`src/hdl/bbde_fifo.sv`:
```
`timescale 1ns / 1ps
// ----------------------------------------------------------------------------
// bbde_fifo - small register queue
// Push/full on the write side, pop/empty on the read side.
// ----------------------------------------------------------------------------
module bbde_fifo #(
    parameter int WIDTH = 33,
    parameter int DEPTH = 4
) (
    input  logic             clk,
    input  logic             rst_n,
    input  logic             push,
    input  logic [WIDTH-1:0] wdata,
    output logic             full,
    input  logic             pop,
    output logic [WIDTH-1:0] rdata,
    output logic             empty
);
    localparam int AW = (DEPTH > 1) ? $clog2(DEPTH) : 1;
    localparam int CW = $clog2(DEPTH + 1);

    logic [WIDTH-1:0] mem_reg [DEPTH];
    logic [AW-1:0]    wr_ptr_reg, rd_ptr_reg;
    logic [CW-1:0]    count_reg;
    logic             do_push, do_pop;

    assign full    = (count_reg == CW'(DEPTH));
    assign empty   = (count_reg == '0);
    assign do_push = push & ~full;
    assign do_pop  = pop & ~empty;
    assign rdata   = mem_reg[rd_ptr_reg];

    always_ff @(posedge clk)
    begin
        if (do_push) mem_reg[wr_ptr_reg] <= wdata;
    end

    always_ff @(posedge clk or negedge rst_n)
    begin
        if (!rst_n)
        begin
            wr_ptr_reg <= '0;
            rd_ptr_reg <= '0;
            count_reg  <= '0;
        end
        else
        begin
            if (do_push)
                wr_ptr_reg <= (wr_ptr_reg == AW'(DEPTH - 1)) ? '0 : wr_ptr_reg + 1'b1;
            if (do_pop)
                rd_ptr_reg <= (rd_ptr_reg == AW'(DEPTH - 1)) ? '0 : rd_ptr_reg + 1'b1;
            case ({do_push, do_pop})
                2'b10:   count_reg <= count_reg + 1'b1;
                2'b01:   count_reg <= count_reg - 1'b1;
                default: count_reg <= count_reg;
            endcase
        end
    end

`ifndef SYNTHESIS
    a_count_up: assert property (@(posedge clk) disable iff (!rst_n)
        (push && !pop && !full) |=> (count_reg == $past(count_reg) + 1'b1))
        else $error("fifo count did not advance on push");
    a_count_down: assert property (@(posedge clk) disable iff (!rst_n)
        (pop && !push && !empty) |=> (count_reg == $past(count_reg) - 1'b1))
        else $error("fifo count did not drop on pop");
    a_full_empty: assert property (@(posedge clk) disable iff (!rst_n)
        !(full && empty))
        else $error("fifo full and empty together");
`endif

endmodule

```
`config.mk`:
```
export PLATFORM = sky130hd
export DESIGN_NAME = bbde_fifo
export DESIGN_NICKNAME = d
export VERILOG_FILES = /design/src/hdl/bbde_fifo.sv
export SDC_FILE = /design/constraint.sdc
export NUM_CORES = 1
export LEC_CHECK = 0
export ABC_AREA = 1
export BUFFER_PORTS_ARGS = -buffer_cell sky130_fd_sc_hd__buf_2
export CAP_MARGIN = 20
export CORE_ASPECT_RATIO = 0.8
export CORE_MARGIN = 5
export CORE_UTILIZATION = 40
export CTS_CLUSTER_DIAMETER = 100
export DETAILED_ROUTE_END_ITERATION = 12
export HOLD_SLACK_MARGIN = 0.05
export SLEW_MARGIN = 20
export SYNTH_ARGS = -nofsm -noshare
export SYNTH_HDL_FRONTEND = slang
export SYNTH_SLANG_ARGS = --single-unit
```
`constraint.sdc`:
```
create_clock -name clk -period 2.6 [get_ports clk]
set_input_delay 0.26 -clock clk [delete_from_list [all_inputs] [get_ports clk]]
set_output_delay 0.26 -clock clk [all_outputs]
set_load 0.01 [all_outputs]
```
==> results.json <==
{
  "max_slew.worst_pin.slew_ns": 0.376,
  "critPathCaptureType": "output pin",
  "min_from": "wdata[18]",
  "critPathMaxFanout": 24,
  "cts_resized": 0,
  "maxCapViolCount": 0,
  "timing_hold_violations_final": 0,
  "ioPinCount": 72,
  "cp-start-kind": "flip-flop",
  "cts_buffers": 17,
  "cpMaxStageDelayCell": "dfrtp_4",
  "path_cells": "buf_4, nand2_1, o211ai_1, nand2_1, buf_2",
  "num_vias": 3379,
  "finalSetupViolations": 0,
  "status": "finished, final reports clean",
  "dieArea_um2": 17400,
  "synth_cell_types": 18,
  "fmax_mhz": 469,
  "rr_endpoint": "count_reg[2]",
  "antenna_found_initial": 1,
  "final_common_cell": "edfxtp_1",
  "hold_path_end": "mem_reg[0][18]",
  "rsz0062_at_grt": "false",
  "htree_levels": 4,
  "slew-limit-headroom_pct": 75.0,
  "finalCriticalPeriod_ns": 2.13,
  "cts_buffer_depth": 2,
  "seqCellArea_um2": 4140,
  "syn_to_final_growth_pct": 20.3,
  "wirelength_um": 11300,
  "largest_reg_flops": 132,
  "reg2regPathDepth": 11,
  "io_buffers": 71,
  "seq_area_frac_synth_pct": 69.7,
  "ant_nets": 0,
  "hold_ws_ns": 0.0727,
  "drt-wirelength-per-cell_um": 15.6,
  "ys_seq_elements": 139,
  "cts_tree": "built",
  "clock_latency_ns": 0.40,
  "root_buffer": "clkbuf_16",
  "cts.sinks": 139,
  "coreArea_um2": 14400,
  "whs_path_depth": 1,
  "worst_ep_required_time_ns": 2.34,
  "synth_warnings": 0,
  "period_share_pct": 82.0,
  "drt_iter0_drc": 120,
  "r2r_slack_ns": 0.64,
  "top_layer": "met5",
  "dieHeight_um": 119,
  "r2r-start": "count_reg[0]",
  "fin_util_pct": 49.5,
  "viasPerCell": 4.65,
  "wl_met2_um": 5120,
  "clk_pin_slew_ns": 0.06,
  "synth.avg_cell_area_um2": 13.3,
  "worstPathArrival_ns": 1.87,
  "dp_hpwl_um": 7220,
  "wl_met3_um": 491,
  "start_util_pct": 41.1,
  "leakage_nw": 2.93,
  "gp_congestion": 0.692,
  "final_max_slew_viol_count": 0,
  "drt_pass1_iterations": 5,
  "nets": 574,
  "grt_pass1_wl_um": 18500,
  "critPathKind": "flip-flop to output pin",
  "finClkSkew_ns": 0.0102,
  "power_density_nw_per_um2": 1180,
  "syn_nets": 490,
  "synth_cells": 446,
  "crit_start": "rd_ptr_reg[0]",
  "fillers": 1254,
  "synth_area_um2": 5940,
  "postCtsSetupRepairBufs": 0,
  "num_rows": 39,
  "layout_common_cells": "132 x edfxtp_1, 94 x nand2_1, 77 x inv_1",
  "hp-class": "primary input to flip-flop",
  "wl_met1_um": 5530,
  "grt_overflow_total": 0,
  "grt_pass1_vias": 3424,
  "multi_input_area_um2": 1340,
  "die_width_um": 146,
  "ir_drop_v": 0.000516,
  "track_usage_pct": 13.6,
  "drive_above_1_share_pct": 33.0,
  "crit_path_frequent_cell": "nand2_1",
  "critPathMaxStageDelay_ns": 0.65,
  "grt_max_degree": 40,
  "finalSetupTns_ns": 0,
  "post-route-drc-count": 0
}
==> layer usage <==
layer	GRT usage (%)	vias up
li1	-	1704
met1	19.0	1588
met2	20.5	66
met3	3.99	19
met4	4.52	2
met5	0	-
==> worst max-delay path by stage <==
| stage | endpoint | slack, ns | cells past startpoint |
|---|---|---|---|
| detailed placement | count_reg[2] | 0.64 | 11 |
| CTS | rdata[9] | 0.44 | 5 |
| floorplan | mem_reg[0][0] | 0.06 | 4 |
| global route | rdata[9] | 0.35 | 5 |
| finish | rdata[9] | 0.47 | 5 |
| global placement | count_reg[2] | 0.72 | 11 |
==> synth_stat cells, drive strengths merged <==
library cell	count	share of area, %
nand2	114	8.0
edfxtp	132	67
ha	6	1.3
buf	22	3.1
inv	82	5.2
nor2	6	0.38
xnor2	1	0.15
o211ai	66	11
nand3	7	0.59
nand4	1	0.11
fa	1	0.34
dfrtp	7	2.9
o21ai	1	0.084
==> through the flow <==
stage | setup WS [ns] | power (mW) | instances | instance area (um^2)
2_1_floorplan | 0.0634 | 5.17 | 446 | 5940
3_3_place_gp | 0.716 | 6.05 | 694 | 6530
3_5_place_dp | 0.644 | 6.11 | 694 | 6530
4_1_cts | 0.439 | 8.58 | 726 | 7140
5_1_grt | 0.354 | 9.00 | 726 | 7140
6_report | 0.468 | 8.45 | 727 | 7150
==> final cells by class <==
type	count	area share, %
clock buffer	17	5.95
multi-input combinational	203	18.8
sequential	139	58.0
clock inverter	14	2.50
timing repair buffer	87	7.21
inverter	82	4.31
antenna	1	0.0350
tap	184	3.22
==> critical path, delay by kind of cell (launching register included) <==
kind | cells | cell delay, ns
AO/OA/AOI/OAI | 1 | 0.09
AND/OR/NAND/NOR | 2 | 0.19
flip-flops | 1 | 0.65
buffers and inverters | 2 | 0.52
==> cell families after synthesis <==
family | synth area share, %
AND/OR/NAND/NOR | 9.12
buffers and inverters | 8.26
flip-flops | 69.7
AO/OA/AOI/OAI | 11.2
XOR/XNOR | 0.147
adder cells (fa/ha/maj) | 1.60
==> report_power, final <==
| group | total [mW] | switching (mW) | internal, mW | leakage (nW) |
|---|---|---|---|---|
| combinational | 2.80 | 1.76 | 1.05 | 1.35 |
| clock | 2.44 | 0.859 | 1.58 | 0.289 |
| sequential | 3.20 | 0.244 | 2.96 | 1.29 |
==> repair_timing <==
action                     4_1_cts  5_1_grt
hold endpoints to repair         7        0
setup endpoints to repair        0        0
hold buffers                     1        0
(Power assumes the default switching activity.)
