`src/hdl/bbde_pkg.sv`:
```
`timescale 1ns / 1ps
// ----------------------------------------------------------------------------
// bbde_pkg - shared types and constants for the energy loss evaluator
// Item, configuration and divider stage types, log constants, helpers.
// ----------------------------------------------------------------------------
package bbde_pkg;

    localparam logic [31:0] LN2_Q32     = 32'd2977044472;
    localparam logic [31:0] LOG10_2_Q32 = 32'd1292913986;
    localparam logic [33:0] LN10_Q32    = 34'd9889527671;
    localparam logic signed [63:0] ONE_Q32_S = 64'sd4294967296;

    localparam int CFG_DATA_W  = 24;
    localparam int CFG_INDEX_W = 3;

    localparam logic [CFG_INDEX_W-1:0] REG_SCALE_P0    = 3'd0;
    localparam logic [CFG_INDEX_W-1:0] REG_DENSITY_OFS = 3'd1;
    localparam logic [CFG_INDEX_W-1:0] REG_PLATEAU     = 3'd2;
    localparam logic [CFG_INDEX_W-1:0] REG_CUBIC       = 3'd3;
    localparam logic [CFG_INDEX_W-1:0] REG_LOWER_KNEE  = 3'd4;
    localparam logic [CFG_INDEX_W-1:0] REG_UPPER_KNEE  = 3'd5;

    typedef struct packed {
        logic [23:0]        scale_p0;
        logic [20:0]        density_offset;
        logic [19:0]        plateau_log10;
        logic [19:0]        cubic_weight;
        logic signed [20:0] lower_knee_log10;
        logic signed [20:0] upper_knee_log10;
    } bbde_cfg_t;

    localparam bbde_cfg_t CFG_RESET = '{
        scale_p0:         24'd1377510,
        density_offset:   21'd629146,
        plateau_log10:    20'd177602,
        cubic_weight:     20'd15729,
        lower_knee_log10: 21'sd122354,
        upper_knee_log10: 21'sd288098
    };

    // Classified input beat: zero flag, raw value, leading-one position and normalized mantissa of beta-gamma
    typedef struct packed {
        logic        zero;
        logic [31:0] bg;
        logic [4:0]  p1;
        logic [31:0] m1;
    } bbde_item_t;

    // One restoring division step
    typedef struct packed {
        logic               zero;
        logic               spos;
        logic signed [55:0] s;
        logic [63:0]        den;
        logic [63:0]        rem;
        logic [61:0]        q;
        logic               big;
    } bbde_div_t;

    function automatic logic [5:0] lead_one64(input logic [63:0] v);
        logic [5:0] p;
        p = '0;
        for (int i = 0; i < 64; i++) begin
            if (v[i]) p = 6'(i);
        end
        return p;
    endfunction

endpackage

```
`src/hdl/bbde_front.sv`:
```
`timescale 1ns / 1ps
// ----------------------------------------------------------------------------
// bbde_front - input classification
// Flags a zero beta-gamma and normalizes it for the log pipeline.
// ----------------------------------------------------------------------------
module bbde_front (
    input  logic               push,
    input  logic [31:0]        beta_gamma,
    input  logic               queue_full,
    output logic               queue_push,
    output bbde_pkg::bbde_item_t item
);
    import bbde_pkg::*;

    logic [5:0] lead;

    always_comb
    begin
        lead      = lead_one64({32'b0, beta_gamma});
        item.zero = (beta_gamma == '0);
        item.bg   = beta_gamma;
        item.p1   = lead[4:0];
        // place the leading one at bit 31
        item.m1   = beta_gamma << (5'd31 - lead[4:0]);
    end

    assign queue_push = push & ~queue_full;

endmodule

```
`config.mk`:
```
export PLATFORM = sky130hd
export DESIGN_NAME = bbde_front
export DESIGN_NICKNAME = d
export VERILOG_FILES = /design/src/hdl/bbde_pkg.sv /design/src/hdl/bbde_front.sv
export SDC_FILE = /design/constraint.sdc
export NUM_CORES = 1
export LEC_CHECK = 0
export BUFFER_PORTS_ARGS = -buffer_cell sky130_fd_sc_hd__buf_2
export CAP_MARGIN = 20
export CORE_ASPECT_RATIO = 1.4
export CORE_MARGIN = 2
export CORE_UTILIZATION = 52
export DETAILED_ROUTE_END_ITERATION = 7
export MAX_ROUTING_LAYER = met4
export PLACE_DENSITY = 0.86
export SYNTH_ARGS = -nofsm -noshare
export SYNTH_HDL_FRONTEND = slang
export SYNTH_SLANG_ARGS = --single-unit
```
`constraint.sdc`:
```
create_clock -name vclk -period 7.4
set_input_delay 0.37 -clock vclk [all_inputs]
set_output_delay 0.37 -clock vclk [all_outputs]
set_load 0.01 [all_outputs]
```
==> flow_metrics.env, run 1 <==
export IMPL_outcome="completed"
export IMPL_tightest_slew_ns=0.926
export IMPL_fp_row_count=29
export IMPL_worst_slack_ns=2.90
export IMPL_seq_area_um2=0
export IMPL_drtPass1Iterations=5
export IMPL_numPortBuffers=105
export IMPL_crit_arrival_ns=4.13
export IMPL_synth_area_um2=2490
export IMPL_power_density_nw_per_um2=80.4
export IMPL_worstPathRequired_ns=7.03
export IMPL_core_area_um2=4570
export IMPL_seq_cells=0
export IMPL_antenna_left=0
export IMPL_tns_ns=0
export IMPL_synth_top_family_by_area="compound AO/OA/AOI/OAI gates"
export IMPL_grt_pass1_vias=2750
export IMPL_postCtsHoldBufs=0
export IMPL_startpoint="beta_gamma[11]"
export IMPL_synthAdderAreaFrac_pct=0
export IMPL_antenna_found_initial=0
export IMPL_post_cts_buffers=0
export IMPL_initial_core_util_pct=54.5
export IMPL_grt_ovfl_total=0
export IMPL_syn_num_nets=380
export IMPL_finalHoldViolCount=0
export IMPL_drv_cap=0
export IMPL_leakage_nw=1.31
export IMPL_clkbuf_count=0
export IMPL_multi_input_area_um2=2010
export IMPL_grt_first_pass_wirelength_um=14700
export IMPL_dpl_hpwl_um=7350
export IMPL_hold_path_depth=3
export IMPL_place_ws_ns=2.57
export IMPL_setup_violations=0
export IMPL_die_h_um=85.9
export IMPL_period_needed_ns=4.50
export IMPL_utilization_pct=60.7
export IMPL_via_per_inst=6.56
export IMPL_synth_compound_area_share_pct=32.0
export IMPL_slew_headroom_pct=38.3
export IMPL_synthXorXnorAreaFrac_pct=0
export IMPL_slew_violations=0
export IMPL_antenna_cells=0
export IMPL_ys_seq_area_share_pct=0
export IMPL_drtIter0Drc=341
export IMPL_whs_ns=0.969
export IMPL_hold_start="queue_full"
export IMPL_fillerInstances=465
export IMPL_wl_um=9390
export IMPL_synth_cell_types=62
export IMPL_wire_per_inst_um=20.1
export IMPL_chipWidth_um=62.5
export IMPL_grt_max_degree=33
export IMPL_cp_max_fo=29
export IMPL_muxShareOfSynthArea_pct=26.0
export IMPL_grt_usage_pct=34.5
export IMPL_die_area_um2=5370
export IMPL_hold_class="input pin to output pin"
export IMPL_synth_cells=346
export IMPL_drive_above_1_share_pct=34.0
export IMPL_cts_resized=0
export IMPL_gp_congestion=1.03
export IMPL_ir_drop_mv=0.0498
export IMPL_critPathKind="input pin to output pin"
export IMPL_fin_nets=442
export IMPL_period_share_pct=60.8
export IMPL_ys_warn_count=0
export IMPL_start_kind="input pin"
export IMPL_io_pins=105
export IMPL_max_freq_mhz=222
export IMPL_vias=3069
export IMPL_cp_end_kind="output pin"
export IMPL_synth_simple_area_share_pct=22.8
export IMPL_syn_area_per_cell_um2=7.20
export IMPL_drt_drc_violations_left=0
export IMPL_rsz0062_at_grt="false"
export IMPL_syn2layout_area_growth_pct=11.3
[layout by cell type (no fill, tap or decap), types with 6 or more instances in the layout]
cell type	n
a211oi_1	6
a21oi_1	12
a221oi_1	6
a22oi_1	12
buf_2	105
inv_1	19
mux2_2	7
mux2i_1	30
nand2_1	23
nand4_1	6
nor2_1	48
nor3_1	7
nor4_1	8
o21ai_0	11
o22ai_1	7
[worst max-delay path: stages]
cell,delay [ns]
buf_2,0.15
nor4_1,0.28
o31ai_1,0.13
a31oi_1,0.33
o21a_1,0.78
inv_1,0.35
buf_16,0.27
mux4_1,0.47
a222oi_1,0.55
a22oi_1,0.14
o211a_1,0.17
buf_2,0.13
[stage by stage]
step	instance area (um^2)	power [mW]	std cells
detailed placement	2750	0.217	467
floorplan	2490	0.152	346
finish	2780	0.223	468
global placement	2750	0.216	467
global route	2780	0.238	468
CTS	2750	0.217	467
[power by group]
group          switching, mW  total, mW  leakage, nW  internal, mW
sequential                 0          0            0             0
combinational          0.134      0.223         1.31        0.0888
clock                      0          0            0             0
[synthesized netlist by cell type (5+ instances only)]
cell	number	share of area, %
a2111oi_0	5	1.8
a211oi_1	6	1.8
a21oi_1	12	2.4
a221oi_1	6	2.1
a22oi_1	12	3.6
buf_4	32	9.6
buf_6	5	2.3
clkbuf_1	7	1.1
inv_1	19	2.9
mux2_2	7	3.2
mux2i_1	30	12
mux4_2	5	4.5
nand2_1	23	3.5
nand2b_1	5	1.3
nand4_1	6	1.5
nor2_1	48	7.2
nor2b_1	5	1.3
nor3_1	7	1.4
nor4_1	8	2.0
o21a_1	5	1.5
o21ai_0	11	2.2
o22ai_1	7	1.8
o31ai_1	5	1.5
[per-layer routing]
metal	GRT usage, %	routed length (um)	up-vias
met5	-	0	-
met4	12.5	395	0
met3	2.62	749	31
met2	56.8	4470	191
met1	44.3	3770	1417
li1	-	-	1430
[cell type report]
type                            count  share of cell area [%]
Tap cell                           62                    2.80
Multi-Input combinational cell    272                    72.5
Inverter                           23                    3.38
Timing Repair Buffer              111                    21.3
[cell families after synthesis]
family                 after synthesis
AO/OA/AOI/OAI                      105
AND/OR/NAND/NOR                    118
buffers and inverters               74
multiplexers                        49
[path summary, 6_finish.rpt]
kind	slack, ns	end
setup / recovery	2.90	item[29]
hold / removal	0.97	queue_push
Power figures use the tool's default switching activity.
==> run 2, diff against run 1 <==
Settings changed: ABC_AREA set to 1, CORE_UTILIZATION 52 to 51, PLACE_DENSITY 0.86 to 0.85.
Clock period 7.4 ns to 4.6 ns, I/O delays scaled along.
==> run 2 against run 1 <==
Net effect: sequential share of layout area did not move; first-iteration DRC count down 17%; core utilization fell by 1.6 points; count of clock-buffer cells in the layout stayed put; via count grew 18%; die area fell by 1.4%; highest routed layer unchanged; cell count is 34% higher; wire length decreased by 11%; synthesized cell count up 50%; largest power group unchanged.
==> flow_metrics.env, run 2 <==
export IMPL_seq_area_um2=0
export IMPL_layout_commonest_cell="nand3_1"
export IMPL_period_share_pct=76.8
export IMPL_netlist_area_leader_share_pct=38.7
export IMPL_synth_most_common_cell="nand3_1"
export IMPL_synthAdderAreaFrac_pct=0
export IMPL_clkbuf_count=0
export IMPL_post_cts_buffers=0
export IMPL_max_freq_mhz=283
export IMPL_gp_congestion=1.02
export IMPL_cts_resized=0
export IMPL_drv_cap=0
export IMPL_yosys_area_top_type="nand3_1"
export IMPL_drtIter0Drc=283
export IMPL_wire_per_inst_um=13.3
export IMPL_vias=3623
export IMPL_period_needed_ns=3.53
export IMPL_multi_input_area_um2=1850
export IMPL_grt_ovfl_total=0
export IMPL_power_density_nw_per_um2=133
export IMPL_muxShareOfSynthArea_pct=0
export IMPL_synth_cells=519
export IMPL_grt_first_pass_wirelength_um=13600
export IMPL_worst_slack_ns=1.07
export IMPL_synthTopCellsByArea="nand3_1 39%, nand2_1 25%, buf_4 10%, inv_1 7.8%, nor2_1 5.1%"
export IMPL_worstPathRequired_ns=4.37
export IMPL_setup_violations=0
export IMPL_postCtsHoldBufs=0
export IMPL_synthTopCellsByCount="186 x nand3_1, 159 x nand2_1, 50 x inv_1, 33 x buf_4, 33 x nor2_1"
export IMPL_seq_cells=0
export IMPL_synth_top_family_by_area="simple AND/OR/NAND/NOR gates"
export IMPL_hold_path_depth=2
export IMPL_grt_max_degree=37
export IMPL_syn2layout_area_growth_pct=11.4
export IMPL_tns_ns=0
export IMPL_cp_slowest_cell="nand2_4"
export IMPL_core_area_um2=4540
export IMPL_fp_row_count=29
export IMPL_synth_compound_area_share_pct=3.17
export IMPL_critPathKind="input pin to output pin"
export IMPL_ys_warn_count=0
export IMPL_cpMostUsedCell="nand2_1"
export IMPL_fin_nets=603
export IMPL_grt_usage_pct=33.0
export IMPL_ys_seq_area_share_pct=0
export IMPL_die_h_um=85.3
export IMPL_synthXorXnorAreaFrac_pct=0
export IMPL_cp_end_kind="output pin"
export IMPL_antenna_found_initial=0
export IMPL_initial_core_util_pct=53.1
export IMPL_rsz0062_at_grt="false"
export IMPL_max_stage_delay_ns=0.32
export IMPL_tightest_slew_ns=1.05
export IMPL_synth_cell_types=23
export IMPL_slew_violations=0
export IMPL_finalHoldViolCount=0
export IMPL_outcome="completed"
export IMPL_leakage_nw=1.61
export IMPL_grt_pass1_vias=3215
export IMPL_synth_simple_area_share_pct=72.9
export IMPL_drive_above_1_share_pct=21.2
export IMPL_drtPass1Iterations=6
export IMPL_slew_headroom_pct=29.8
export IMPL_start_kind="input pin"
export IMPL_wl_um=8350
export IMPL_via_per_inst=5.76
export IMPL_antenna_cells=0
export IMPL_synth_area_um2=2410
export IMPL_fillerInstances=504
export IMPL_final_cell_mix="186 x nand3_1, 159 x nand2_1, 105 x buf_2"
export IMPL_antenna_left=0
export IMPL_io_pins=105
export IMPL_ir_drop_mv=0.0829
export IMPL_chipWidth_um=62.1
export IMPL_syn_area_per_cell_um2=4.64
export IMPL_crit_arrival_ns=3.30
export IMPL_dpl_hpwl_um=6290
export IMPL_die_area_um2=5290
export IMPL_syn_num_nets=553
export IMPL_hold_class="input pin to output pin"
export IMPL_cp_max_fo=36
export IMPL_drt_drc_violations_left=0
export IMPL_place_ws_ns=1.15
export IMPL_numPortBuffers=105
-- run 2: cell count changes after synthesis, moves of 6 or more --
cell and delta:
o22ai_1 -7, clkbuf_1 +11, a221oi_1 -6, a22oi_1 -12
a21oi_1 -7, nor2_1 -15, mux2i_1 -30, nor4_1 -6
nand2_1 +136, inv_1 +31, mux2_2 -7, nand3_1 +183
o21ai_0 -10
-- run 2: path summary, 6_finish.rpt --
check | slack [ns] | startpoint | end
worst min-delay path | 0.66 | beta_gamma[28] | item[65]
worst max-delay path | 1.07 | beta_gamma[2] | item[22]
-- run 2: per-layer routing --
| metal | track usage, % | share of wire, % |
|---|---|---|
| met1 | 36.9 | 36 |
| met5 | - | 0 |
| met3 | 2.13 | 7.3 |
| met2 | 55.4 | 50 |
| met4 | 18.2 | 6.0 |
-- run 2: kinds of logic (layout without fill, tap and decap cells) --
logic type / Yosys count / count (layout)
compound gates: 12 / 12
simple gates: 394 / 394
buf+inv: 113 / 161
-- run 2: final cells by class --
class / count / share of cell area [%]
multi-input combinational: 406 / 69.0
inverter: 51 / 7.14
tap: 62 / 2.89
timing repair buffer: 110 / 21.0
-- run 2: report_power, final --
part           switching (mW)  internal (mW)
Sequential                  0              0
Combinational           0.232          0.125
Clock                       0              0
Total                   0.232          0.125
-- run 2: worst max-delay path: cells and delay by family --
family | cells | cell delay [ns]
simple gates | 35 | 2.68
buf+inv | 3 | 0.35
-- run 2: per-stage QoR --
stage	cells	utilization (%)	instance area [um^2]	hold WS [ns]	total power [mW]
after floorplan	519	-	2410	0.508	0.253
after global placement	629	59.1	2680	0.658	0.346
after detailed placement	629	59.1	2680	0.662	0.352
after CTS	629	59.1	2680	0.663	0.353
after global routing	629	59.1	2680	0.671	0.405
final	629	59.1	2680	0.659	0.357
==> run 3, diff against run 2 <==
Settings changed: CORE_UTILIZATION 51 to 46, PLACE_DENSITY 0.85 to 0.81.
Clock period 4.6 ns to 3 ns, I/O delays scaled along.
==> run 3 against run 2 <==
Net effect: the flow now finishes with violations (negative setup slack); wire length up 21%; critical path depth stayed put; combinational power rose by 91%; non-clock buffer count up 13; worst setup slack got worse by 1.2 ns; core utilization grew 6.9 points; sequential cell count is the same; first-iteration DRC count increased by 120%; total power grew 91%; hold slack got worse by 0.17 ns; cell count rose by 3.3%; sequential share of layout area did not move; critical path type unchanged; largest power group unchanged.
==> flow_metrics.env, run 3 (synthesized netlist as in run 2, its figures left out) <==
export IMPL_start_kind="input pin"
export IMPL_fp_row_count=31
export IMPL_core_area_um2=5120
export IMPL_dpl_hpwl_um=6470
export IMPL_chipWidth_um=65.1
export IMPL_cp_end_kind="output pin"
export IMPL_finalNonFillerCells=650
export IMPL_post_place_cells=639
export IMPL_wire_per_inst_um=15.6
export IMPL_setup_violations=24
export IMPL_drtPass1Iterations=6
export IMPL_worstPathRequired_ns=2.85
export IMPL_drv_cap=0
export IMPL_layout_commonest_cell="nand2_1"
export IMPL_die_area_um2=5840
export IMPL_slew_headroom_pct=22.9
export IMPL_tightest_slew_ns=1.16
export IMPL_seq_cells=0
export IMPL_startpoint="beta_gamma[1]"
export IMPL_drtIter0Drc=634
export IMPL_wl_met1_um=3410
export IMPL_vias=3993
export IMPL_grt_usage_pct=30.0
export IMPL_crit_path_end="item[30]"
export IMPL_slew_violations=0
export IMPL_post_dp_cell_area_um2=2750
export IMPL_period_share_pct=105
export IMPL_fillerInstances=481
export IMPL_antenna_found_initial=0
export IMPL_max_stage_delay_ns=0.28
export IMPL_met2_length_um=4850
export IMPL_violations="negative setup slack"
export IMPL_wl_um=10100
export IMPL_via_per_inst=6.14
export IMPL_fin_nets=620
export IMPL_stdcell_area_um2=3380
export IMPL_cp_slowest_cell="a21oi_1"
export IMPL_antenna_left=0
export IMPL_io_pins=105
export IMPL_grt_ovfl_total=0
export IMPL_drive_above_1_share_pct=34.9
export IMPL_routed_top_layer="met4"
export IMPL_critPathKind="input pin to output pin"
export IMPL_grt_first_pass_wirelength_um=14000
export IMPL_ir_drop_mv=0.122
export IMPL_multi_input_area_um2=2290
export IMPL_numPortBuffers=105
export IMPL_outcome="complete, but fails checks"
export IMPL_max_freq_mhz=318
export IMPL_whs_ns=0.490
export IMPL_syn2layout_area_growth_pct=40.5
export IMPL_hold_class="input pin to output pin"
export IMPL_hold_path_depth=2
export IMPL_cp_max_fo=8
export IMPL_worst_slack_ns=-0.148
export IMPL_power_mw=0.682
export IMPL_power_density_nw_per_um2=202
export IMPL_leakage_nw=1.90
export IMPL_wl_met3_um=1110
export IMPL_grt_max_degree=37
export IMPL_die_h_um=89.6
export IMPL_drt_drc_violations_left=0
export IMPL_crit_arrival_ns=3.00
export IMPL_final_cell_mix="147 x nand2_1, 136 x nand3_1, 101 x buf_2"
export IMPL_antenna_cells=0
export IMPL_rsz0062_at_grt="true"
export IMPL_gp_congestion=1.02
export IMPL_initial_core_util_pct=47.0
export IMPL_clkbuf_count=0
export IMPL_grt_pass1_vias=3230
export IMPL_period_needed_ns=3.15
export IMPL_cpMostUsedCell="nand2_1"
export IMPL_seq_area_um2=0
export IMPL_finalHoldViolCount=0
[run 3: routing by layer]
layer | global-route usage (%) | vias up
met5 | - | -
met4 | 16.7 | 0
met3 | 2.62 | 90
met2 | 54.5 | 314
met1 | 32.0 | 1764
li1 | - | 1825
[run 3: repair_timing]
item / in CTS / in global routing
resized for setup: 4 / 97
setup buffers: 0 / 2
endpoints found under the hold margin: 0 / 0
endpoints found under the setup margin: 4 / 33
cloned: 0 / 9
hold buffers: 0 / 0
pin swaps: 0 / 54
[run 3: critical path: cells and delay by family]
kind                   cells  cell delay (ns)
AND/OR/NAND/NOR           33             2.08
buffers and inverters      4             0.49
AO/OA/AOI/OAI              1             0.28
[run 3: how the worst min path moves through the flow]
stage	start	endpoint
detailed placement	beta_gamma[28]	item[65]
global route	beta_gamma[1]	item[38]
CTS	beta_gamma[28]	item[65]
global placement	beta_gamma[28]	item[65]
floorplan	queue_full	queue_push
finish	beta_gamma[1]	item[38]
[run 3: report_power, final]
group	internal, mW	switching, mW
Combinational	0.252	0.430
Clock	0	0
Sequential	0	0
Total	0.252	0.430
[run 3: final cells by class]
cell class | instances | area share (%)
Inverter | 51 | 5.88
Timing Repair Buffer | 123 | 24.0
Multi-Input combinational cell | 410 | 67.6
Tap cell | 66 | 2.44
[run 3: stage by stage]
step | worst slack [ns] | util, % | TNS [ns]
after global routing | -0.499 | 66.1 | -12.17
after global placement | 0.0362 | 53.6 | 0
after floorplan | 0.556 | - | 0
after CTS | 0.0359 | 54.0 | 0
final | -0.148 | 66.1 | -1.13
after detailed placement | -0.0194 | 53.6 | -0.0400
